<file path="config.mk">
export PLATFORM = sky130hd
export DESIGN_NAME = flight_mode_sequencer
export DESIGN_NICKNAME = d
export VERILOG_FILES = /design/src/fms_pkg.sv /design/src/fms_csr.sv /design/src/fms_step.sv /design/src/flight_mode_sequencer.sv
export SDC_FILE = /design/constraint.sdc
export NUM_CORES = 1
export LEC_CHECK = 0
export BUFFER_PORTS_ARGS = -buffer_cell sky130_fd_sc_hd__buf_2
export CORE_UTILIZATION = 40
export CTS_BUF_LIST = sky130_fd_sc_hd__clkbuf_8
export DETAILED_ROUTE_END_ITERATION = 7
export GPL_ROUTABILITY_DRIVEN = 0
export SLEW_MARGIN = 5
export SYNTH_ARGS = -nofsm -noshare
export SYNTH_HDL_FRONTEND = slang
export SYNTH_HIERARCHICAL = 1
export SYNTH_SLANG_ARGS = --single-unit
</file>
<file path="constraint.sdc">
create_clock -name clock -period 6.7 [get_ports clock]
set_input_delay 0.67 -clock clock [delete_from_list [all_inputs] [get_ports clock]]
set_output_delay 0.67 -clock clock [all_outputs]
set_load 0.01 [all_outputs]
</file>
<file path="src/fms_pkg.sv">
// ----------------------------------------------------------------------------
// fms_pkg: shared types and codes of the flight mode sequencer
// Beat payloads, configuration set, sequencer state and the mode, event,
// duty and register index codes used across the files of the block.
// ----------------------------------------------------------------------------
package fms_pkg;

   // Flight modes
   localparam logic [2:0] MODE_IDLE    = 3'd0;
   localparam logic [2:0] MODE_CALIB   = 3'd1;
   localparam logic [2:0] MODE_TAKEOFF = 3'd2;
   localparam logic [2:0] MODE_FLYING  = 3'd3;
   localparam logic [2:0] MODE_LANDING = 3'd4;

   // Button events
   localparam logic [2:0] EV_NONE  = 3'd0;
   localparam logic [2:0] EV_UP    = 3'd1;
   localparam logic [2:0] EV_DOWN  = 3'd2;
   localparam logic [2:0] EV_LEFT  = 3'd3;
   localparam logic [2:0] EV_RIGHT = 3'd4;

   // Duty override codes
   localparam logic [1:0] DUTY_NONE = 2'd0;
   localparam logic [1:0] DUTY_ZERO = 2'd1;
   localparam logic [1:0] DUTY_CAL  = 2'd2;

   // Configuration register indexes
   localparam int CSR_IDX_W = 3;
   localparam int CSR_DATA_W = 8;
   localparam logic [CSR_IDX_W-1:0] CSR_ALT_STEP        = 3'd0;
   localparam logic [CSR_IDX_W-1:0] CSR_YAW_STEP        = 3'd1;
   localparam logic [CSR_IDX_W-1:0] CSR_TAKEOFF_ALT     = 3'd2;
   localparam logic [CSR_IDX_W-1:0] CSR_ALT_MAX         = 3'd3;
   localparam logic [CSR_IDX_W-1:0] CSR_YAW_TOLERANCE   = 3'd4;
   localparam logic [CSR_IDX_W-1:0] CSR_CALIB_TAIL_DUTY = 3'd5;

   // Reset values of the configuration registers
   localparam logic [5:0] ALT_STEP_RESET      = 6'd10;
   localparam logic [7:0] YAW_STEP_RESET      = 8'd10;
   localparam logic [6:0] TAKEOFF_ALT_RESET   = 7'd10;
   localparam logic [6:0] ALT_MAX_RESET       = 7'd100;
   localparam logic [6:0] YAW_TOLERANCE_RESET = 7'd5;

   typedef struct packed {
      logic [2:0]         mode;
      logic               power_on;
      logic               yaw_ref_found;
      logic signed [7:0]  current_alt_pct;
      logic signed [15:0] current_yaw_deg;
   } req_type;

   typedef struct packed {
      logic [2:0]         flight_mode;
      logic signed [15:0] target_yaw_out;
      logic [6:0]         target_alt_out;
      logic [1:0]         duty_override;
      logic               alt_cal_request;
      logic               yaw_zero_request;
   } rsp_type;

   typedef struct packed {
      logic [5:0] alt_step;
      logic [7:0] yaw_step;
      logic [6:0] takeoff_alt;
      logic [6:0] alt_max;
      logic [6:0] yaw_tolerance;
   } cfg_type;

   typedef struct packed {
      logic [2:0]  mode;
      logic        yaw_done;
      logic [15:0] yaw_target;
      logic [6:0]  alt_target;
   } state_type;

endpackage

</file>
<file path="src/fms_csr.sv">
// ----------------------------------------------------------------------------
// fms_csr: configuration registers of the flight mode sequencer
// Holds the step sizes, altitude limits and yaw tolerance; always ready.
// ----------------------------------------------------------------------------
module fms_csr
   import fms_pkg::*;
(
   input  logic                  clock,
   input  logic                  reset,
   input  logic                  csr_valid,
   output logic                  csr_ready,
   input  logic [CSR_IDX_W-1:0]  csr_index,
   input  logic [CSR_DATA_W-1:0] csr_wdata,
   output cfg_type               cfg
);

   cfg_type cfg_ff;
   cfg_type cfg_in;

   assign csr_ready = 1'b1;
   assign cfg       = cfg_ff;

   // The tail calibration duty register is accepted but drives no output,
   // so it is not stored.
   always_comb begin
      cfg_in = cfg_ff;
      if (csr_valid) begin
         case (csr_index)
            CSR_ALT_STEP:        cfg_in.alt_step      = csr_wdata[5:0];
            CSR_YAW_STEP:        cfg_in.yaw_step      = csr_wdata[7:0];
            CSR_TAKEOFF_ALT:     cfg_in.takeoff_alt   = csr_wdata[6:0];
            CSR_ALT_MAX:         cfg_in.alt_max       = csr_wdata[6:0];
            CSR_YAW_TOLERANCE:   cfg_in.yaw_tolerance = csr_wdata[6:0];
            CSR_CALIB_TAIL_DUTY: cfg_in = cfg_ff;
            default:             cfg_in = cfg_ff;
         endcase
      end
   end

   always_ff @(posedge clock) begin
      if (reset) begin
         cfg_ff.alt_step      <= ALT_STEP_RESET;
         cfg_ff.yaw_step      <= YAW_STEP_RESET;
         cfg_ff.takeoff_alt   <= TAKEOFF_ALT_RESET;
         cfg_ff.alt_max       <= ALT_MAX_RESET;
         cfg_ff.yaw_tolerance <= YAW_TOLERANCE_RESET;
      end else begin
         cfg_ff <= cfg_in;
      end
   end

endmodule

</file>
<file path="src/fms_step.sv">
// ----------------------------------------------------------------------------
// fms_step: one control tick of the flight mode sequencer
// Combinational next state and result for a single beat.
// ----------------------------------------------------------------------------
module fms_step
   import fms_pkg::*;
(
   input  cfg_type   cfg,
   input  state_type cur,
   input  req_type   req,
   output state_type nxt,
   output rsp_type   rsp
);

   logic [16:0] yaw_dec;
   logic [16:0] yaw_inc;
   logic [16:0] yaw_abs;
   logic [7:0]  alt_sum;
   logic [6:0]  alt_new;
   logic [1:0]  duty;
   logic        cal_req;
   logic        zero_req;

   always_comb begin
      yaw_dec = {cur.yaw_target[15], cur.yaw_target} - {9'd0, cfg.yaw_step};
      yaw_inc = {cur.yaw_target[15], cur.yaw_target} + {9'd0, cfg.yaw_step};
      yaw_abs = req.current_yaw_deg[15] ? (17'd0 - {1'b1, req.current_yaw_deg})
                                        : {1'b0, req.current_yaw_deg};
      alt_sum = {1'b0, cur.alt_target} + {2'd0, cfg.alt_step};

      nxt      = cur;
      duty     = DUTY_NONE;
      cal_req  = 1'b0;
      zero_req = 1'b0;
      alt_new  = cur.alt_target;

      case (cur.mode)
         MODE_CALIB: begin
            if (req.power_on) begin
               cal_req = 1'b1;
               duty    = DUTY_CAL;
               if (req.yaw_ref_found) begin
                  zero_req     = 1'b1;
                  nxt.yaw_done = 1'b1;
                  nxt.mode     = MODE_TAKEOFF;
               end
            end else begin
               nxt.mode = MODE_IDLE;
            end
         end
         MODE_TAKEOFF: begin
            if (req.power_on) begin
               nxt.yaw_target = 16'd0;
               nxt.alt_target = cfg.takeoff_alt;
               if (!req.current_alt_pct[7] && (req.current_alt_pct[6:0] >= cfg.takeoff_alt)) begin
                  nxt.mode = MODE_FLYING;
               end
            end else begin
               nxt.mode = MODE_LANDING;
            end
         end
         MODE_FLYING: begin
            if (req.power_on) begin
               if (req.mode == EV_LEFT) begin
                  // Saturate when the 17-bit result leaves the 16-bit range
                  if (yaw_dec[16] != yaw_dec[15]) begin
                     nxt.yaw_target = 16'h8000;
                  end else begin
                     nxt.yaw_target = yaw_dec[15:0];
                  end
               end else if (req.mode == EV_RIGHT) begin
                  if (yaw_inc[16] != yaw_inc[15]) begin
                     nxt.yaw_target = 16'h7FFF;
                  end else begin
                     nxt.yaw_target = yaw_inc[15:0];
                  end
               end else if (req.mode == EV_UP) begin
                  if (cur.alt_target < cfg.alt_max) begin
                     alt_new = (alt_sum > {1'b0, cfg.alt_max}) ? cfg.alt_max : alt_sum[6:0];
                  end
               end else if (req.mode == EV_DOWN) begin
                  if (cur.alt_target > {1'b0, cfg.alt_step}) begin
                     alt_new = cur.alt_target - {1'b0, cfg.alt_step};
                  end else begin
                     alt_new = 7'd0;
                  end
               end
               if (alt_new < cfg.takeoff_alt) begin
                  nxt.alt_target = cfg.takeoff_alt;
                  nxt.mode       = MODE_LANDING;
               end else begin
                  nxt.alt_target = alt_new;
               end
            end else begin
               nxt.mode = MODE_LANDING;
            end
         end
         MODE_LANDING: begin
            nxt.yaw_target = 16'd0;
            if (yaw_abs < {10'd0, cfg.yaw_tolerance}) begin
               nxt.alt_target = 7'd0;
               if (req.current_alt_pct[7] || (req.current_alt_pct == 8'sd0)) begin
                  nxt.mode = MODE_IDLE;
               end
            end
         end
         default: begin
            // Idle, and any unused mode code behaves as idle
            nxt.mode = MODE_IDLE;
            duty     = DUTY_ZERO;
            if (req.power_on && (req.mode == EV_UP)) begin
               nxt.mode = cur.yaw_done ? MODE_TAKEOFF : MODE_CALIB;
            end
         end
      endcase

      rsp.flight_mode      = nxt.mode;
      rsp.target_yaw_out   = nxt.yaw_target;
      rsp.target_alt_out   = nxt.alt_target;
      rsp.duty_override    = duty;
      rsp.alt_cal_request  = cal_req;
      rsp.yaw_zero_request = zero_req;
   end

endmodule

</file>
<file path="src/flight_mode_sequencer.sv">
// ----------------------------------------------------------------------------
// flight_mode_sequencer: a request beat passes the input register, then the result register.
// Throughput one beat per cycle while rsp_ready keeps up; the tick update is fed by the input register.
// Synchronous active-high reset: mode idle, uncalibrated, targets 0, no beats.
// ----------------------------------------------------------------------------
//
// Structure
//   A request beat is captured in the input register. While it is held there
//   the tick logic reads that beat together with the sequencer state and the
//   configuration, updates the state and loads the result register. The
//   input register moves on whenever the result register is empty or its
//   beat is being taken in the same cycle, so a new request is accepted in
//   every cycle while the response side keeps up, and still while a finished
//   response waits, as long as the input register is free.
//
//   The state (mode, calibrated flag, yaw and altitude targets) changes only
//   when a tick is actually executed, so ticks are applied strictly in the
//   order their beats were accepted, whatever the stalling on either side.
//
//   Configuration writes are always taken and act on the next tick executed.
//   There is no memory and no clearing pass after reset.
//
module flight_mode_sequencer
   import fms_pkg::*;
(
   input  logic                  clock,
   input  logic                  reset,
   // request channel
   input  logic                  req_valid,
   output logic                  req_ready,
   input  req_type               req_data,
   // response channel
   output logic                  rsp_valid,
   input  logic                  rsp_ready,
   output rsp_type               rsp_data,
   // configuration write channel
   input  logic                  csr_valid,
   output logic                  csr_ready,
   input  logic [CSR_IDX_W-1:0]  csr_index,
   input  logic [CSR_DATA_W-1:0] csr_wdata
);

   cfg_type   cfg;
   state_type state_ff;
   state_type state_in;
   rsp_type   step_rsp;

   logic      in_valid_ff;
   logic      in_valid_in;
   req_type   in_data_ff;
   logic      out_valid_ff;
   logic      out_valid_in;
   rsp_type   out_data_ff;
   logic      advance;

   fms_csr u_csr (
      .clock     (clock),
      .reset     (reset),
      .csr_valid (csr_valid),
      .csr_ready (csr_ready),
      .csr_index (csr_index),
      .csr_wdata (csr_wdata),
      .cfg       (cfg)
   );

   fms_step u_step (
      .cfg (cfg),
      .cur (state_ff),
      .req (in_data_ff),
      .nxt (state_in),
      .rsp (step_rsp)
   );

   // The held tick is executed when the result register can take its result.
   assign advance   = in_valid_ff && (!out_valid_ff || rsp_ready);
   assign req_ready = !in_valid_ff || advance;

   always_comb begin
      in_valid_in = in_valid_ff;
      if (req_ready) begin
         in_valid_in = req_valid;
      end
      out_valid_in = out_valid_ff;
      if (advance) begin
         out_valid_in = 1'b1;
      end else if (rsp_ready) begin
         out_valid_in = 1'b0;
      end
   end

   always_ff @(posedge clock) begin
      if (reset) begin
         in_valid_ff  <= 1'b0;
         out_valid_ff <= 1'b0;
         state_ff     <= '{mode: MODE_IDLE, yaw_done: 1'b0, yaw_target: 16'd0,
                           alt_target: 7'd0};
      end else begin
         in_valid_ff  <= in_valid_in;
         out_valid_ff <= out_valid_in;
         if (advance) begin
            state_ff <= state_in;
         end
      end
   end

   // Payload registers carry no reset; their valid flags guard them.
   always_ff @(posedge clock) begin
      if (req_valid && req_ready) begin
         in_data_ff <= req_data;
      end
      if (advance) begin
         out_data_ff <= step_rsp;
      end
   end

   assign rsp_valid = out_valid_ff;
   assign rsp_data  = out_data_ff;

   // An executed tick always leaves a response in the result register.
   assert property (@(posedge clock) disable iff (reset) advance |=> rsp_valid)
      else $error("executed tick did not produce a response beat");

   // Both rotors are forced to zero only on an idle tick, which can lead only
   // to idle, calibrate or takeoff.
   assert property (@(posedge clock) disable iff (reset)
      (rsp_valid && (rsp_data.duty_override == DUTY_ZERO)) |->
      ((rsp_data.flight_mode == MODE_IDLE) || (rsp_data.flight_mode == MODE_CALIB) ||
       (rsp_data.flight_mode == MODE_TAKEOFF)))
      else $error("zero duty override outside an idle tick");

   // Yaw zeroing ends calibration: it comes with the altitude request and
   // the move to takeoff.
   assert property (@(posedge clock) disable iff (reset)
      (rsp_valid && rsp_data.yaw_zero_request) |->
      (rsp_data.alt_cal_request && (rsp_data.flight_mode == MODE_TAKEOFF) &&
       (rsp_data.duty_override == DUTY_CAL)))
      else $error("yaw zero request outside the end of calibration");

   // Once calibrated, the flag never clears.
   assert property (@(posedge clock) disable iff (reset)
      state_ff.yaw_done |=> state_ff.yaw_done)
      else $error("calibrated flag cleared without reset");

endmodule

</file>
# Word level (Yosys, flattened, before mapping)
# Index checks and enable logic that the tools add are counted.
# word_totals
register_bits,123
in_bits,45
out_inout_bits,33
word_cells,104
# classes
n_addsub,5
n_lt_le_gt_ge,6
eq_ne,14
mux,36
reduce_logical,21
# op_table
op,count
7-bit 2-to-1 mux,11
23-bit one-hot mux with 3 select lines,1
16-bit 2-to-1 mux,4
23-bit 2-to-1 mux,2
3-bit 2-to-1 mux,8
"3-bit by 2-bit == test with 1-bit output, second input constant",6
16-bit by 9-bit adder with 17-bit output,1
17-bit by 7-bit less-than comparator with 1-bit output,1
17-bit 2-to-1 mux,1
"1-bit by 17-bit subtractor with 17-bit output, first input constant",1
16-bit by 9-bit subtractor with 17-bit output,1
7-bit less-than comparator,2
3-bit one-hot mux with 4 select lines,1
2-bit AND reduction,6
"3-bit by 1-bit == test with 1-bit output, second input constant",3
"3-bit == test, second input constant",3
7-bit by 6-bit adder with 8-bit output,1
8-bit by 7-bit > comparator with 1-bit output,1
8-bit zero test,1
7-bit greater-or-equal comparator,1
7-bit by 6-bit > comparator with 1-bit output,1
7-bit by 6-bit subtractor with 7-bit output,1
1-bit logical AND,4
1-bit 2-to-1 mux,4
10 further kinds,16

# Logic depth before layout (Yosys ltp)
# depth
word_depth,13
ltp_mapped,28
depth_no_buf,26

# By module
# Netlist, hierarchy kept.
# by_module_without_submodules
mod,n_inst,cells_per_inst,area_per_inst_um2,seq_area_each_um2
fms_step,1,668,4388.0,0.0
flight_mode_sequencer,1,186,3072.9,2352.3
fms_csr,1,138,1456.4,700.7

# Least setup slack after synthesis
# Ideal clock, no wire load.
# synth_path
kind,register to register
startpoint,"register u_csr.cfg_ff, in the netlist u_csr/cfg[31]"
endpoint,"register out_data_ff, in the netlist rsp_data[6] (data pin)"
arrival_ns,5.080
t_required_ns,6.449
slack_ns,1.369
stages_incl_launch_ff,27
path_buffers,2
cell_sequence,dfxtp_1 > inv_1 > ha_1 > buf_2 > inv_2 > a221oi_2 > o21bai_1 > a21oi_1 > xor2_1 > ha_1 > a21o_1 > a21oi_1 > nand3_1 > a32oi_2 > mux2i_1 > a211oi_1 > ha_1 > a21o_1 > a21o_1 > a21oi_1 > nand3_1 > a21oi_1 > a21boi_2 > mux2i_1 > nor2_1 > o32a_1 > buf_4
# synth_lines
item,line,rtl
from (decl),fms_csr.sv:17,cfg_type cfg_ff;
from (signal assigned),fms_csr.sv:48,cfg_ff <= cfg_in;
to (signal assigned),flight_mode_sequencer.sv:112,out_data_ff <= step_rsp;
to (decl),flight_mode_sequencer.sv:53,rsp_type out_data_ff;

==> flow_summary.yaml <==
outcome:
  status: "finished, final reports clean"
yosys:
  yosysUniqueCellTypes: 88
  syn_area_per_cell_um2: 8.99
  ys_seq_area_share_pct: 34.2
  synth-seq-cells: 123
  yosysTopAreaCell: "edfxtp_1"
  netlist_top_cells_area: "edfxtp_1, dfxtp_1, ha_1, mux2i_1, nand2b_1"
  syn_inst: 992
  syn_nets: 1104
  synth_edf_count: 59
  synthFlopType: "dfxtp_1"
  yosysWarnings: 6
  synth.top_cell.area_share_pct: 19.9
  synthArstFlopShare_pct: 0
  synth_area_um2: 8920
clock_tree:
  clock_latency_ns: 0.45
  cts_buffer_depth: 2
  h-tree-depth: 4
  post_cts_buffers: 0
  cts_sinks: 123
  ctsHoldBuffers: 0
  ctsResizeCount: 0
  cts_tree: "done"
  clkTransAtPathRegs_ns: 0.08
  root_buffer: "clkbuf_8"
  numCtsBuffers: 17
floorplan:
  row_count: 54
  dieHeight_um: 151
  initial_core_util_pct: 40.9
  core_um2: 21800
  die-area_um2: 22900
  ios: 78
  die_w_um: 151
routing:
  drc_errors: 0
  drtIter0Drc: 733
  vias: 7280
  first_pass_iters: 5
  routed_wl_um: 22600
  avgViaCountPerCell: 5.55
  wire_per_inst_um: 17.3
  ant_nets: 0
global_route:
  overflow: 0
  grt_use_total_pct: 20.7
  grt_max_degree: 76
  grt_pass1_vias: 6756
  antenna_found_initial: 1
  grt_first_pass_wirelength_um: 35900
power:
  total_power_mw: 1.84
  power_density_nw_per_um2: 189
  ir_worst_vdd_uv: 127
  p_leak_nw: 4.01
timing:
  worst_slack_ns: 0.791
  clock-skew-final_ns: 0.0145
  setup_viol: 0
  tns_ns: 0
  fin_crit_sh_pct: 88.2
  rsz0062_at_grt: "false"
  hold_viol: 0
  final_max_slew_viol_count: 0
  slew_headroom_pct: 31.2
  fmax_ghz: 0.169
  fin_crit_ns: 5.91
  worst_slew_pin_slew_ns: 1.03
cells_and_area:
  layout_commonest_cell: "nand2b_1"
  nFillCells: 2120
  drive_gt1_share_pct: 13.7
  final_cell_mix: "nand2b_1, nor2_1, buf_2"
  finalNetCount: 1129
  postLayoutCoreUtil_pct: 44.5
  area_delta_synth_final_pct: 8.90
  design_area_um2: 9710
run:
  maxCapViolCount: 0
setup_path:
  crit_type: "flop to flop"
  cp_data_arrival_time_ns: 6.29
  crit_path_start_kind: "flop"
  worstPathRequired_ns: 7.08
  crit_path_end_kind: "flop"
  crit_path_max_fanout: 11
placement:
  dpl_cell_area_um2: 9210
  dpl.hpwl_um: 16800
  io_buffers: 76
  dp_slack_ns: 0.907
hold_path:
  hold_path.class: "input pin to flop"
worst paths after layout:
check | slack, ns | depth (start not counted) | start | endpoint
hold / removal | 0.39 | 1 | req_data[27] | in_data_ff[27]
hold reg to reg | 0.49 | 2 | u_csr/cfg[4] | u_csr/cfg[4]
setup reg to reg | 0.79 | 25 | state_ff[2] | state_ff[1]
setup / recovery | 0.79 | 25 | state_ff[2] | state_ff[1]
synth_stat cells, types with 5 or more instances:
master,n
a211oi_1,5
buf_2,7
a21oi_1,62
a21o_1,19
a22oi_1,5
nand2b_1,98
a31oi_1,7
buf_6,6
a21boi_0,5
buf_4,31
nand4_1,5
or2_2,6
o21a_1,9
o31ai_1,8
mux2i_1,70
dfxtp_1,64
nand3_1,13
o22ai_1,10
o21ai_0,46
nor2_1,79
and3_1,7
inv_1,60
clkbuf_1,27
ha_1,63
edfxtp_1,59
o211ai_1,8
nor2b_1,8
xor2_1,8
nand2_1,58
nor4_1,8
o21bai_1,7
xnor2_1,12
nor3_1,22
sequential cells by signal, indices dropped and copies added (netlist names):
register	flops
in_valid_ff	1
in_data_ff	29
u_csr/cfg	35
state_ff	27
rsp_data	30
rsp_valid	1
report_power, final:
part	internal [mW]	switching (mW)	leakage, nW
clock network	0.505	0.327	0.249
registers	0.810	0.0218	1.09
logic	0.0737	0.0996	2.68
total	1.39	0.449	4.01
worst max-delay path, stage by stage (launching register included):
cell and delay, ns:
dfxtp_1 0.39, ha_1 0.48, inv_2 0.07, a221oi_2 0.34, o21bai_1 0.10, a21oi_1 0.18, xor2_1 0.22, ha_1 0.28
a21o_1 0.19, a21oi_1 0.18, nand3_1 0.11, a32oi_2 0.48, mux2i_1 0.15, a211oi_1 0.43, ha_1 0.33, a21o_1 0.19
a21o_1 0.17, a21oi_1 0.20, nand3_1 0.10, a21oi_1 0.22, a21oi_1 0.29, o31ai_1 0.30, a2bb2oi_1 0.09, a21oi_1 0.16
nand2b_1 0.08, mux2i_1 0.12
cells by family after synthesis:
| family | Yosys count | synth area share (%) |
|---|---|---|
| xor+xnor | 20 | 1.96 |
| mux | 71 | 7.98 |
| flops | 123 | 34.2 |
| compound gates | 242 | 18.1 |
| fa+ha+maj | 67 | 9.74 |
| buf+inv | 136 | 8.00 |
| other cells | 1 | 0.0421 |
| simple gates | 332 | 19.9 |
final cells by class:
| class | count | area (um2) | area share [%] |
|---|---|---|---|
| timing repair buffer | 80 | 410 | 4.23 |
| antenna | 1 | 2.50 | 0.0258 |
| clock inverter | 13 | 233 | 2.40 |
| sequential | 123 | 3050 | 31.4 |
| multi-input combinational | 733 | 5170 | 53.2 |
| tap | 280 | 350 | 3.61 |
| clock buffer | 19 | 262 | 2.69 |
| inverter | 62 | 233 | 2.40 |
routing by layer:
metal	wire [um]	part of all wire (%)	track usage, %	vias to the layer above
met1	10700	47	28.2	3385
met5	0	0	0	-
met3	1390	6.2	4.22	44
met4	514	2.3	7.50	0
met2	9990	44	32.0	267
li1	-	-	-	3584
through the flow:
stage	hold WS, ns	cells
after floorplan	0.447	992
after global placement	0.461	1278
after detailed placement	0.480	1278
after CTS	0.355	1310
after global routing	0.357	1310
final	0.393	1311
Note: power is estimated with default switching activity, not from simulation.
